File: src/rtl/core/assert_macros.svh
// Assertion macros used by the frame parser RTL.
`ifndef ASSERT_MACROS_SVH
`define ASSERT_MACROS_SVH

// Property that must hold at every clock edge outside reset.
`define SFP_ASSERT(lbl, prop, msg) \
    lbl: assert property (@(posedge i_clk) disable iff (!i_rst_n) (prop)) else $error(msg);

// Same-cycle implication outside reset.
`define SFP_ASSERT_IMP(lbl, ante, cons, msg) \
    lbl: assert property (@(posedge i_clk) disable iff (!i_rst_n) (ante) |-> (cons)) else $error(msg);

// Next-cycle implication outside reset.
`define SFP_ASSERT_NXT(lbl, ante, cons, msg) \
    lbl: assert property (@(posedge i_clk) disable iff (!i_rst_n) (ante) |=> (cons)) else $error(msg);

`endif

File: src/rtl/core/sfp_pkg.sv
// Shared types, codes and constants of the sum-checked frame parser.
`timescale 1ns / 1ps

package sfp_pkg;

    // Reset value of the max_length register
    localparam logic [15:0] MAX_LENGTH_RST = 16'd32767;

    // First header character, used to restart the hunt
    localparam logic [7:0] HEAD_FIRST = 8'h48;

    // Parser phases
    typedef enum logic [2:0] {
        PH_HUNT    = 3'd0,
        PH_LEN_HI  = 3'd1,
        PH_LEN_LO  = 3'd2,
        PH_PAYLOAD = 3'd3,
        PH_SUM     = 3'd4,
        PH_TRAILER = 3'd5
    } t_phase;

    // Result kinds
    typedef enum logic [2:0] {
        KIND_PAYLOAD     = 3'd0,
        KIND_GOOD        = 3'd1,
        KIND_BAD_LENGTH  = 3'd2,
        KIND_BAD_SUM     = 3'd3,
        KIND_BAD_TRAILER = 3'd4
    } t_kind;

    // One result beat
    typedef struct packed {
        t_kind      kind;
        logic [7:0] data;
        logic       frame_end;
    } t_result;

    // Header "HKQY"
    function automatic logic [7:0] head_char(input logic [1:0] pos);
        logic [7:0] c;
        case (pos)
            2'd0:    c = 8'h48;
            2'd1:    c = 8'h4B;
            2'd2:    c = 8'h51;
            default: c = 8'h59;
        endcase
        return c;
    endfunction

    // Trailer "BZKJ"
    function automatic logic [7:0] tail_char(input logic [1:0] pos);
        logic [7:0] c;
        case (pos)
            2'd0:    c = 8'h42;
            2'd1:    c = 8'h5A;
            2'd2:    c = 8'h4B;
            default: c = 8'h4A;
        endcase
        return c;
    endfunction

endpackage

File: src/rtl/core/sum_checked_frame_parser_top.sv
// Top level of the sum-checked frame parser.
// Takes one link byte per beat and finds frames of header "HKQY", 16-bit big-endian
// length, payload, 8-bit wrapping payload sum and trailer "BZKJ". Payload bytes come out
// as they arrive (kind 0); each attempt past the header closes with one status beat
// (good, bad length, bad checksum, bad trailer) with frame_end set; drop the payload of a
// frame whose status is not good. Throughput is one byte per cycle with no stall from
// the consumer. An accepted byte sits in the input register until the byte step takes it
// and, when the byte yields a result, writes that into the result register; a consumer
// stall holds the byte step back. max_length may be written only while the parser is
// idle; its reset value is 32767.
`timescale 1ns / 1ps

module sum_checked_frame_parser_top
    import sfp_pkg::*;
(
    input  logic        i_clk,
    input  logic        i_rst_n,
    // byte input
    input  logic        i_in_valid,
    output logic        o_in_stall,
    input  logic [7:0]  i_rx_byte,
    // result output
    output logic        o_out_valid,
    input  logic        i_out_stall,
    output logic [2:0]  o_result_kind,
    output logic [7:0]  o_payload_byte,
    output logic        o_frame_end,
    // max_length write
    input  logic        i_cfg_valid,
    output logic        o_cfg_ready,
    input  logic [15:0] i_cfg_data
);

    logic       in_valid;
    logic [7:0] in_byte;
    logic       out_ready;
    logic       fire;
    logic       res_valid;
    t_result    res;
    t_result    out_res;

    // Byte step fires when a byte is held and the result register is free
    assign fire        = in_valid && out_ready;
    assign o_cfg_ready = 1'b1;

    sfp_in_stage u_in (
        .i_clk      (i_clk),
        .i_rst_n    (i_rst_n),
        .i_in_valid (i_in_valid),
        .o_in_stall (o_in_stall),
        .i_rx_byte  (i_rx_byte),
        .i_take     (out_ready),
        .o_valid    (in_valid),
        .o_byte     (in_byte)
    );

    sfp_parser u_parser (
        .i_clk       (i_clk),
        .i_rst_n     (i_rst_n),
        .i_fire      (fire),
        .i_byte      (in_byte),
        .i_cfg_we    (i_cfg_valid),
        .i_cfg_data  (i_cfg_data),
        .o_res_valid (res_valid),
        .o_res       (res)
    );

    sfp_out_stage u_out (
        .i_clk       (i_clk),
        .i_rst_n     (i_rst_n),
        .i_valid     (fire && res_valid),
        .i_res       (res),
        .o_ready     (out_ready),
        .o_out_valid (o_out_valid),
        .i_out_stall (i_out_stall),
        .o_res       (out_res)
    );

    assign o_result_kind  = out_res.kind;
    assign o_payload_byte = out_res.data;
    assign o_frame_end    = out_res.frame_end;

endmodule

File: src/rtl/core/sfp_in_stage.sv
// Input register of the frame parser: holds one received byte until the parser takes it.
`timescale 1ns / 1ps

module sfp_in_stage
    import sfp_pkg::*;
(
    input  logic       i_clk,
    input  logic       i_rst_n,
    input  logic       i_in_valid,
    output logic       o_in_stall,
    input  logic [7:0] i_rx_byte,
    input  logic       i_take,
    output logic       o_valid,
    output logic [7:0] o_byte
);

    logic       r_valid;
    logic [7:0] r_byte;
    logic       accept;

    // Stall only when a held beat cannot move on this cycle
    assign o_in_stall = r_valid && !i_take;
    assign accept     = i_in_valid && !o_in_stall;

    always_ff @(posedge i_clk) begin
        if (!i_rst_n) begin
            r_valid <= 1'b0;
        end else begin
            r_valid <= accept || (r_valid && !i_take);
        end
    end

    // Byte register, no reset needed
    always_ff @(posedge i_clk) begin
        if (accept) begin
            r_byte <= i_rx_byte;
        end
    end

    assign o_valid = r_valid;
    assign o_byte  = r_byte;

endmodule

File: src/rtl/core/sfp_parser.sv
// Frame parser state machine: one byte step per cycle in which a byte fires, plus the max_length register.
`timescale 1ns / 1ps
`include "assert_macros.svh"

module sfp_parser
    import sfp_pkg::*;
(
    input  logic        i_clk,
    input  logic        i_rst_n,
    input  logic        i_fire,
    input  logic [7:0]  i_byte,
    input  logic        i_cfg_we,
    input  logic [15:0] i_cfg_data,
    output logic        o_res_valid,
    output t_result     o_res
);

    t_phase      r_phase,  n_phase;
    logic [1:0]  r_match,  n_match;
    logic [15:0] r_len,    n_len;
    logic [15:0] r_remain, n_remain;
    logic [7:0]  r_sum,    n_sum;
    logic [15:0] r_max;
    logic [15:0] len_full;

    assign len_full = {r_len[15:8], i_byte};

    // State registers
    always_ff @(posedge i_clk) begin
        if (!i_rst_n) begin
            r_phase  <= PH_HUNT;
            r_match  <= 2'd0;
            r_len    <= 16'd0;
            r_remain <= 16'd0;
            r_sum    <= 8'd0;
        end else if (i_fire) begin
            r_phase  <= n_phase;
            r_match  <= n_match;
            r_len    <= n_len;
            r_remain <= n_remain;
            r_sum    <= n_sum;
        end
    end

    // Configuration register
    always_ff @(posedge i_clk) begin
        if (!i_rst_n) begin
            r_max <= MAX_LENGTH_RST;
        end else if (i_cfg_we) begin
            r_max <= i_cfg_data;
        end
    end

    // Next state and result for the byte in hand
    always_comb begin
        n_phase        = r_phase;
        n_match        = r_match;
        n_len          = r_len;
        n_remain       = r_remain;
        n_sum          = r_sum;
        o_res_valid    = 1'b0;
        o_res.kind     = KIND_PAYLOAD;
        o_res.data     = 8'd0;
        o_res.frame_end = 1'b0;

        case (r_phase)
            PH_LEN_HI: begin
                n_len   = {i_byte, 8'd0};
                n_phase = PH_LEN_LO;
            end
            PH_LEN_LO: begin
                n_len = len_full;
                if (len_full > r_max) begin
                    n_phase         = PH_HUNT;
                    n_match         = 2'd0;
                    o_res_valid     = 1'b1;
                    o_res.kind      = KIND_BAD_LENGTH;
                    o_res.frame_end = 1'b1;
                end else begin
                    n_sum    = 8'd0;
                    n_remain = len_full;
                    n_phase  = (len_full == 16'd0) ? PH_SUM : PH_PAYLOAD;
                end
            end
            PH_PAYLOAD: begin
                n_sum       = r_sum + i_byte;
                n_remain    = r_remain - 16'd1;
                if (r_remain == 16'd1) begin
                    n_phase = PH_SUM;
                end
                o_res_valid = 1'b1;
                o_res.kind  = KIND_PAYLOAD;
                o_res.data  = i_byte;
            end
            PH_SUM: begin
                if (i_byte != r_sum) begin
                    n_phase         = PH_HUNT;
                    n_match         = 2'd0;
                    o_res_valid     = 1'b1;
                    o_res.kind      = KIND_BAD_SUM;
                    o_res.frame_end = 1'b1;
                end else begin
                    n_phase = PH_TRAILER;
                    n_match = 2'd0;
                end
            end
            PH_TRAILER: begin
                if (i_byte != tail_char(r_match)) begin
                    n_phase         = PH_HUNT;
                    n_match         = 2'd0;
                    o_res_valid     = 1'b1;
                    o_res.kind      = KIND_BAD_TRAILER;
                    o_res.frame_end = 1'b1;
                end else if (r_match == 2'd3) begin
                    n_phase         = PH_HUNT;
                    n_match         = 2'd0;
                    o_res_valid     = 1'b1;
                    o_res.kind      = KIND_GOOD;
                    o_res.frame_end = 1'b1;
                end else begin
                    n_match = r_match + 2'd1;
                end
            end
            default: begin
                // Header hunt; unused phase codes land here too
                n_phase = PH_HUNT;
                if (i_byte == head_char(r_match)) begin
                    if (r_match == 2'd3) begin
                        n_match = 2'd0;
                        n_phase = PH_LEN_HI;
                    end else begin
                        n_match = r_match + 2'd1;
                    end
                end else if (i_byte == HEAD_FIRST) begin
                    n_match = 2'd1;
                end else begin
                    n_match = 2'd0;
                end
            end
        endcase
    end

    // Checks
    `SFP_ASSERT_IMP(a_payload_count, r_phase == PH_PAYLOAD, r_remain != 16'd0, "payload phase with zero bytes left")
    `SFP_ASSERT_IMP(a_match_phase, r_match != 2'd0, r_phase == PH_HUNT || r_phase == PH_TRAILER, "match position set outside hunt or trailer")
    `SFP_ASSERT_IMP(a_payload_emits, i_fire && r_phase == PH_PAYLOAD, o_res_valid && o_res.kind == KIND_PAYLOAD && !o_res.frame_end, "payload byte not passed on")
    `SFP_ASSERT_NXT(a_hold_state, !i_fire, $stable(r_phase) && $stable(r_match) && $stable(r_remain), "parser state moved without a beat")

endmodule

File: src/rtl/core/sfp_out_stage.sv
// Result register of the frame parser, with valid/stall handshake to the consumer.
`timescale 1ns / 1ps

module sfp_out_stage
    import sfp_pkg::*;
(
    input  logic    i_clk,
    input  logic    i_rst_n,
    input  logic    i_valid,
    input  t_result i_res,
    output logic    o_ready,
    output logic    o_out_valid,
    input  logic    i_out_stall,
    output t_result o_res
);

    logic    r_valid;
    t_result r_res;

    // Free when empty or when the held beat leaves this cycle
    assign o_ready = !r_valid || !i_out_stall;

    always_ff @(posedge i_clk) begin
        if (!i_rst_n) begin
            r_valid <= 1'b0;
        end else if (o_ready) begin
            r_valid <= i_valid;
        end
    end

    // Result payload, no reset needed
    always_ff @(posedge i_clk) begin
        if (o_ready && i_valid) begin
            r_res <= i_res;
        end
    end

    assign o_out_valid = r_valid;
    assign o_res       = r_res;

endmodule
File: config.mk
export PLATFORM = sky130hd
export DESIGN_NAME = sum_checked_frame_parser_top
export DESIGN_NICKNAME = d
export VERILOG_FILES = /design/src/rtl/core/sfp_pkg.sv /design/src/rtl/core/sum_checked_frame_parser_top.sv /design/src/rtl/core/sfp_in_stage.sv /design/src/rtl/core/sfp_parser.sv /design/src/rtl/core/sfp_out_stage.sv
export VERILOG_INCLUDE_DIRS = /design/src /design/src/rtl/core
export SDC_FILE = /design/constraint.sdc
export NUM_CORES = 1
export LEC_CHECK = 0
export BUFFER_PORTS_ARGS = -buffer_cell sky130_fd_sc_hd__buf_4
export CAP_MARGIN = 20
export CORE_ASPECT_RATIO = 0.75
export CORE_MARGIN = 3
export CORE_UTILIZATION = 43
export DETAILED_ROUTE_END_ITERATION = 6
export PLACE_DENSITY_LB_ADDON = 0.15
export SYNTH_ARGS = -nofsm -noshare
export SYNTH_HDL_FRONTEND = slang
export SYNTH_HIERARCHICAL = 1
export SYNTH_SLANG_ARGS = --single-unit
File: constraint.sdc
create_clock -name i_clk -period 2.7 [get_ports i_clk]
set_input_delay 0.675 -clock i_clk [delete_from_list [all_inputs] [get_ports i_clk]]
set_output_delay 0.675 -clock i_clk [all_outputs]
set_load 0.01 [all_outputs]
* After elaboration in Yosys (flattened, before gate mapping)
Cells that the tools add are included.
** Storage, ports and cells
- Bits in registers :: 75
- Output and inout bits :: 15
- Word-level logic and storage cells :: 89
** Operators by class
- Add/subtract/negate cells :: 3
- Magnitude comparators :: 1
- Eq/ne operators :: 17
- Muxes and demuxes :: 34
- Bitwise logic cells :: 2
- Reduce and logical (&&, ||, !) cells :: 20
** Operator list (count)
- one-hot mux 16 bit (2 select lines) :: 2
- one-hot mux 5 bit (3 select lines) :: 2
- two-way mux 8 bit :: 3
- two-way mux 3 bit :: 7
- equality test 16 x 1 -> 1 bit (second input constant) :: 1
- > comparator 16 bit :: 1
- zero test 16 bit :: 1
- two-way mux 16 bit :: 1
- inequality test 8 bit :: 2
- one-hot mux 8 bit (2 select lines) :: 1
- subtractor 16 x 1 -> 16 bit (second input constant) :: 1
- one-hot mux 3 bit (5 select lines) :: 1
- two-way mux 2 bit :: 6
- AND reduction 3 bit :: 4
- one-hot mux 3 bit (3 select lines) :: 1
- adder 8 bit :: 1
- equality test 8 x 7 -> 1 bit (second input constant) :: 1
- equality test 8 bit :: 1
- one-hot mux 2 bit (4 select lines) :: 1
- two-way mux 1 bit :: 7
- equality test 3 x 2 -> 1 bit (second input constant) :: 2
- equality test 3 bit (second input constant) :: 2
- logical AND 1 bit :: 5
- OR reduction 5 bit :: 1
- 15 further kinds :: 22

* Depth between registers and ports, before layout
- Depth in word-level cells :: 8
- Depth in mapped cells :: 11
- Mapped depth without buffers :: 11

* Modules after synthesis
The synthesis kept the hierarchy.
** By module, submodules not included
- sfp_parser :: times used 1, cells each 481, area an instance 3763.6 um2, sequential area each 1061.0 um2
- sfp_out_stage :: times used 1, cells each 17, area an instance 401.6 um2, sequential area each 380.4 um2
- sfp_in_stage :: times used 1, cells each 12, area an instance 287.8 um2, sequential area each 260.2 um2
- sum_checked_frame_parser_top :: times used 1, cells each 4, area an instance 23.8 um2, sequential area each 0.0 um2

* Least setup slack after synthesis
Ideal clock, no wire load.
- Path type :: register to register
- Start point :: reg u_in.r_byte[7], in the netlist u_in/o_byte[7]
- End point :: reg u_out.r_res, in the netlist u_out/o_res[0], enable pin
- Setup time :: 355 ps
- Data arrival time :: 2180 ps
- Data required time :: 2345 ps
- Slack :: 166 ps
- Stages on the path, launching flop included :: 10
- Clock period less this slack :: 2534 ps
- Path through :: edfxtp_1 -> ha_1 -> nand2_1 -> nor4_4 -> o21a_1 -> o311ai_1 -> nand2b_1 -> a21o_1 -> and3_1 -> and2_1
** Between the ends
- Word-level cells in the longest chain between the ends :: 5
- Elaborated cells between the ends (all ways) :: 9
- Those cells by class :: order compare: 1; eq/ne: 2; mux: 4; reduce/logical: 2
** Ends and longest elaborated chain
- start, declared :: line sfp_in_stage.sv:18 : logic [7:0] r_byte;
- start signal, assigned :: line sfp_in_stage.sv:36 : r_byte <= i_rx_byte;
- > comparator 16 bit, or another cell as far along :: line sfp_parser.sv:73 : if (len_full > r_max) begin
- two-way mux 1 bit (on tied branches) :: line sfp_parser.sv:73, sfp_parser.sv:96, sfp_parser.sv:108
- one-hot mux 1 bit (4 select lines) * :: line sfp_parser.sv:66 : case (r_phase)
- via res_valid :: line sum_checked_frame_parser_top.sv:38 : logic res_valid;
- logical AND 1 bit * :: line sum_checked_frame_parser_top.sv:71 : .i_valid (fire && res_valid),
- logical AND 1 bit * :: line sfp_out_stage.sv:33 : if (o_ready && i_valid) begin
- end signal, assigned :: line sfp_out_stage.sv:34 : r_res <= i_res;
- end, declared :: line sfp_out_stage.sv:18 : t_result r_res;
Mark *: on every way through the listed nets, which the timed path passes. The rest lies on a longest branch.
A chain may end at the register's enable or synchronous reset.

* Final worst setup path
- Start point :: reg u_in.r_byte[2], in the netlist u_in/o_byte[2]
- End point :: reg u_out.r_res, in the netlist u_out/o_res[1], enable pin
Same word-level chain as after synthesis.

==> impl_metrics.ini <==
[route]
dr_wl_met2_um = 5220
vias = 4118
routed.top_layer = met4
avgViaCountPerCell = 5.82
drt_iter0_markers = 291
drc_errors = 0
post_drt_wl_per_cell_um = 17.5
ant_nets = 0
routed_wl_um = 12300
first_pass_iters = 5
m1WireLength_um = 5990
met3RoutedLength_um = 910

[finish]
post-route-util_pct = 55.1
num-nets-final = 630
n_antenna_cell = 0
seq_area_um2 = 1700
final_layout_size_suffix_gt1_share_pct = 19.0
area_growth_pct = 21.8
multi_input_area_um2 = 2530
n_fill_cell = 928

[sta]
max_freq_mhz = 387
clock_skew_ns = 0.00586
totalNegativeSetupSlack_ns = 0
final_max_slew_viol_count = 0
hold_viol = 0
finalSetupViolations = 0
max_slew.worst_pin.slew_ns = 0.663
period_share_pct = 95.6
rsz0062_at_grt = no
slew_headroom_pct = 55.2
min_period_ns = 2.58

[setup_path]
crit_path_end_kind = flop
r2r-end = u_out/o_res[1]$_DFFE_PP_
crit_chain = ha_1 -> nand2_1 -> a21oi_1 -> o21a_1 -> o311ai_2 -> nand2b_1 -> a21o_1 -> and3_1 -> and2_4 -> buf_12
crit_arrival_ns = 2.68
cp.required_ns = 2.80
crit_path_max_incr_delay_ns = 0.53
r2r_setup_slack_ns = 0.12
r2r_cells = 10
crit_fanout = 12
reg2reg_from = u_in/o_byte[2]$_DFFE_PP_
cp-start-kind = flop
crit_type = reg2reg
critical_path.slowest_cell = edfxtp_1

[clock_tree]
numClockSinks = 75
clk-insertion-delay-late_ns = 0.33
clk_pin_slew_ns = 0.06
cts-root-buf = clkbuf_16
clockBufferDepth = 2
h-tree-depth = 3
cts_buffers = 9
postCtsHoldBufs = 0
cts_tree = yes

[yosys]
ys_top_cells_by_count = nand2_1, dfxtp_1, a21oi_1
syn_area_um2 = 4480
synth_cells = 514
yosys-top-cells-area = dfxtp_1, edfxtp_1, ha_1
synth-seq-cells = 75
yosysSeqAreaShare_pct = 38.0
yosysTopAreaCell = dfxtp_1
synth_nets = 574
async_reset_ff_share_pct = 0
synth_ff_type = dfxtp_1
yosysUniqueCellTypes = 70
syn_avg_cell_area_um2 = 8.71
yosysWarnings = 6
yosysTopAreaCellShare_pct = 24.6
synth_edf_count = 20
yosys.cell_count.top_type = nand2_1

[floorplanning]
die_w_um = 124
start_util_pct = 45.3
die_h_um = 94.4
io_pins = 44
floorplan.rows = 31
core_um2 = 9890
dieArea_um2 = 11700

[grt]
grt.overflow.total = 0
grt_pass1_vias = 3817
grt_antenna_before_repair = 1
grt_pass1_wl_um = 20000
grt_max_degree = 36
grt_use_total_pct = 22.1

[run_status]
outcome = complete, no violations

[placed_design]
hpwl_um = 8950
gp_congestion = 0.952
portBuffers = 42

[power]
power_density_nw_per_um2 = 516
irDropWorstVdd_uv = 415
p_leak_nw = 2.30

[job]
max-cap-violations = 0

[worst_hold_path]
hp-start = u_parser/r_sum[4]$_SDFFE_PN0P_
worstHoldEndpoint = u_parser/r_sum[4]$_SDFFE_PN0P_
whs_path_depth = 2
hp-class = reg2reg
## cells by family (layout without fill, tap and decap cells)
| kind of cell | Yosys count | in the layout | share of synthesized area, % |
|---|---|---|---|
| buffers and inverters | 61 | 122 | 5.70 |
| AOI/OAI and AO/OA | 138 | 138 | 21.7 |
| muxes | 10 | 10 | 2.26 |
| xor gates and xnor gates | 10 | 10 | 1.96 |
| adders and majority gates | 31 | 31 | 8.83 |
| and+or+nand+nor | 188 | 188 | 21.4 |
| other | 1 | 1 | 0.0838 |
| DFF | 75 | 75 | 38.0 |
## state kept, by name (all words and copies together), names as in the netlist
signal,cells
u_in/o_valid,1
u_parser/r_max,16
u_out/o_res,12
u_out/o_out_valid,1
u_parser/r_remain,16
u_parser/r_phase,3
u_parser/r_len,8
u_parser/r_match,2
u_parser/r_sum,8
u_in/o_byte,8
## report_power, final
part / total (W) / switching [W] / internal [W]
clock: 0.00137 / 0.000467 / 0.000900
combinational: 0.000252 / 0.000146 / 0.000107
sequential: 0.00120 / 0.0000166 / 0.00118
total: 0.00282 / 0.000629 / 0.00219
## metal layers
metal,track usage [%],up-vias
met5,0,-
met4,5.62,0
met3,6.35,19
met2,32.5,157
met1,31.7,1956
li1,-,1986
## final cells by class
class	count	share of cell area (%)
repair buffers	76	10.9
well taps	132	3.03
clock inverters	7	2.13
clock buffers	9	4.13
inverters	30	2.07
multi-input cells	378	46.5
flip-flops and latches	75	31.2
## worst max-delay path by stage
stage	from	endpoint	slack [ns]	cells after the start
after floorplan	u_in/o_byte[7]$_DFFE_PP_	u_out/o_res[0]$_DFFE_PP_	0.17	9
after global placement	u_in/o_byte[5]$_DFFE_PP_	u_out/o_res[9]$_DFFE_PP_	0.08	10
after detailed placement	u_in/o_byte[5]$_DFFE_PP_	u_out/o_res[11]$_DFFE_PP_	0.04	10
after CTS	u_in/o_byte[5]$_DFFE_PP_	u_out/o_res[11]$_DFFE_PP_	0.04	10
after global routing	u_in/o_byte[2]$_DFFE_PP_	u_parser/r_remain[11]$_SDFFE_PN0P_	0.004	8
final	u_in/o_byte[2]$_DFFE_PP_	u_out/o_res[1]$_DFFE_PP_	0.12	10
## worst max-delay path: cells and delay by family (launching register included)
| kind | cells | cell delay (ns) |
|---|---|---|
| AOI/OAI and AO/OA | 4 | 0.80 |
| DFF | 1 | 0.53 |
| and+or+nand+nor | 4 | 0.53 |
| adders and majority gates | 1 | 0.35 |
| buffers and inverters | 1 | 0.14 |
## timing repair
action	in CTS	in global routing
setup endpoints to repair	0	18
buffers inserted	0	2
gates resized for setup	0	3
## through the flow
step	cells	total power (W)	hold slack [ns]	worst slack (ns)	instance area [um^2]
floorplan	514	0.00136	0.446	0.166	4480
global placement	689	0.00146	0.459	0.0751	5080
detailed placement	689	0.00147	0.475	0.0386	5080
CTS	705	0.00285	0.484	0.0370	5420
global route	707	0.00292	0.488	0.00352	5450
finish	707	0.00282	0.479	0.118	5450
## cells in the final DEF, fill, tap and decap left out, types with 5 or more instances in the layout
cell type	netlist	final
a21oi_1	47	47
and2_1	6	5
and3_1	12	12
buf_4	1	74
clkbuf_16	0	9
dfxtp_1	55	55
edfxtp_1	20	20
ha_1	30	30
inv_1	30	30
mux2i_1	9	9
nand2_1	59	59
nand3_1	15	15
nor2_1	46	46
nor3_1	14	13
nor4_1	6	6
o211ai_1	14	14
o21ai_0	16	16
o31ai_1	13	13
xnor2_1	6	6
Power figures use the tool's default switching activity.
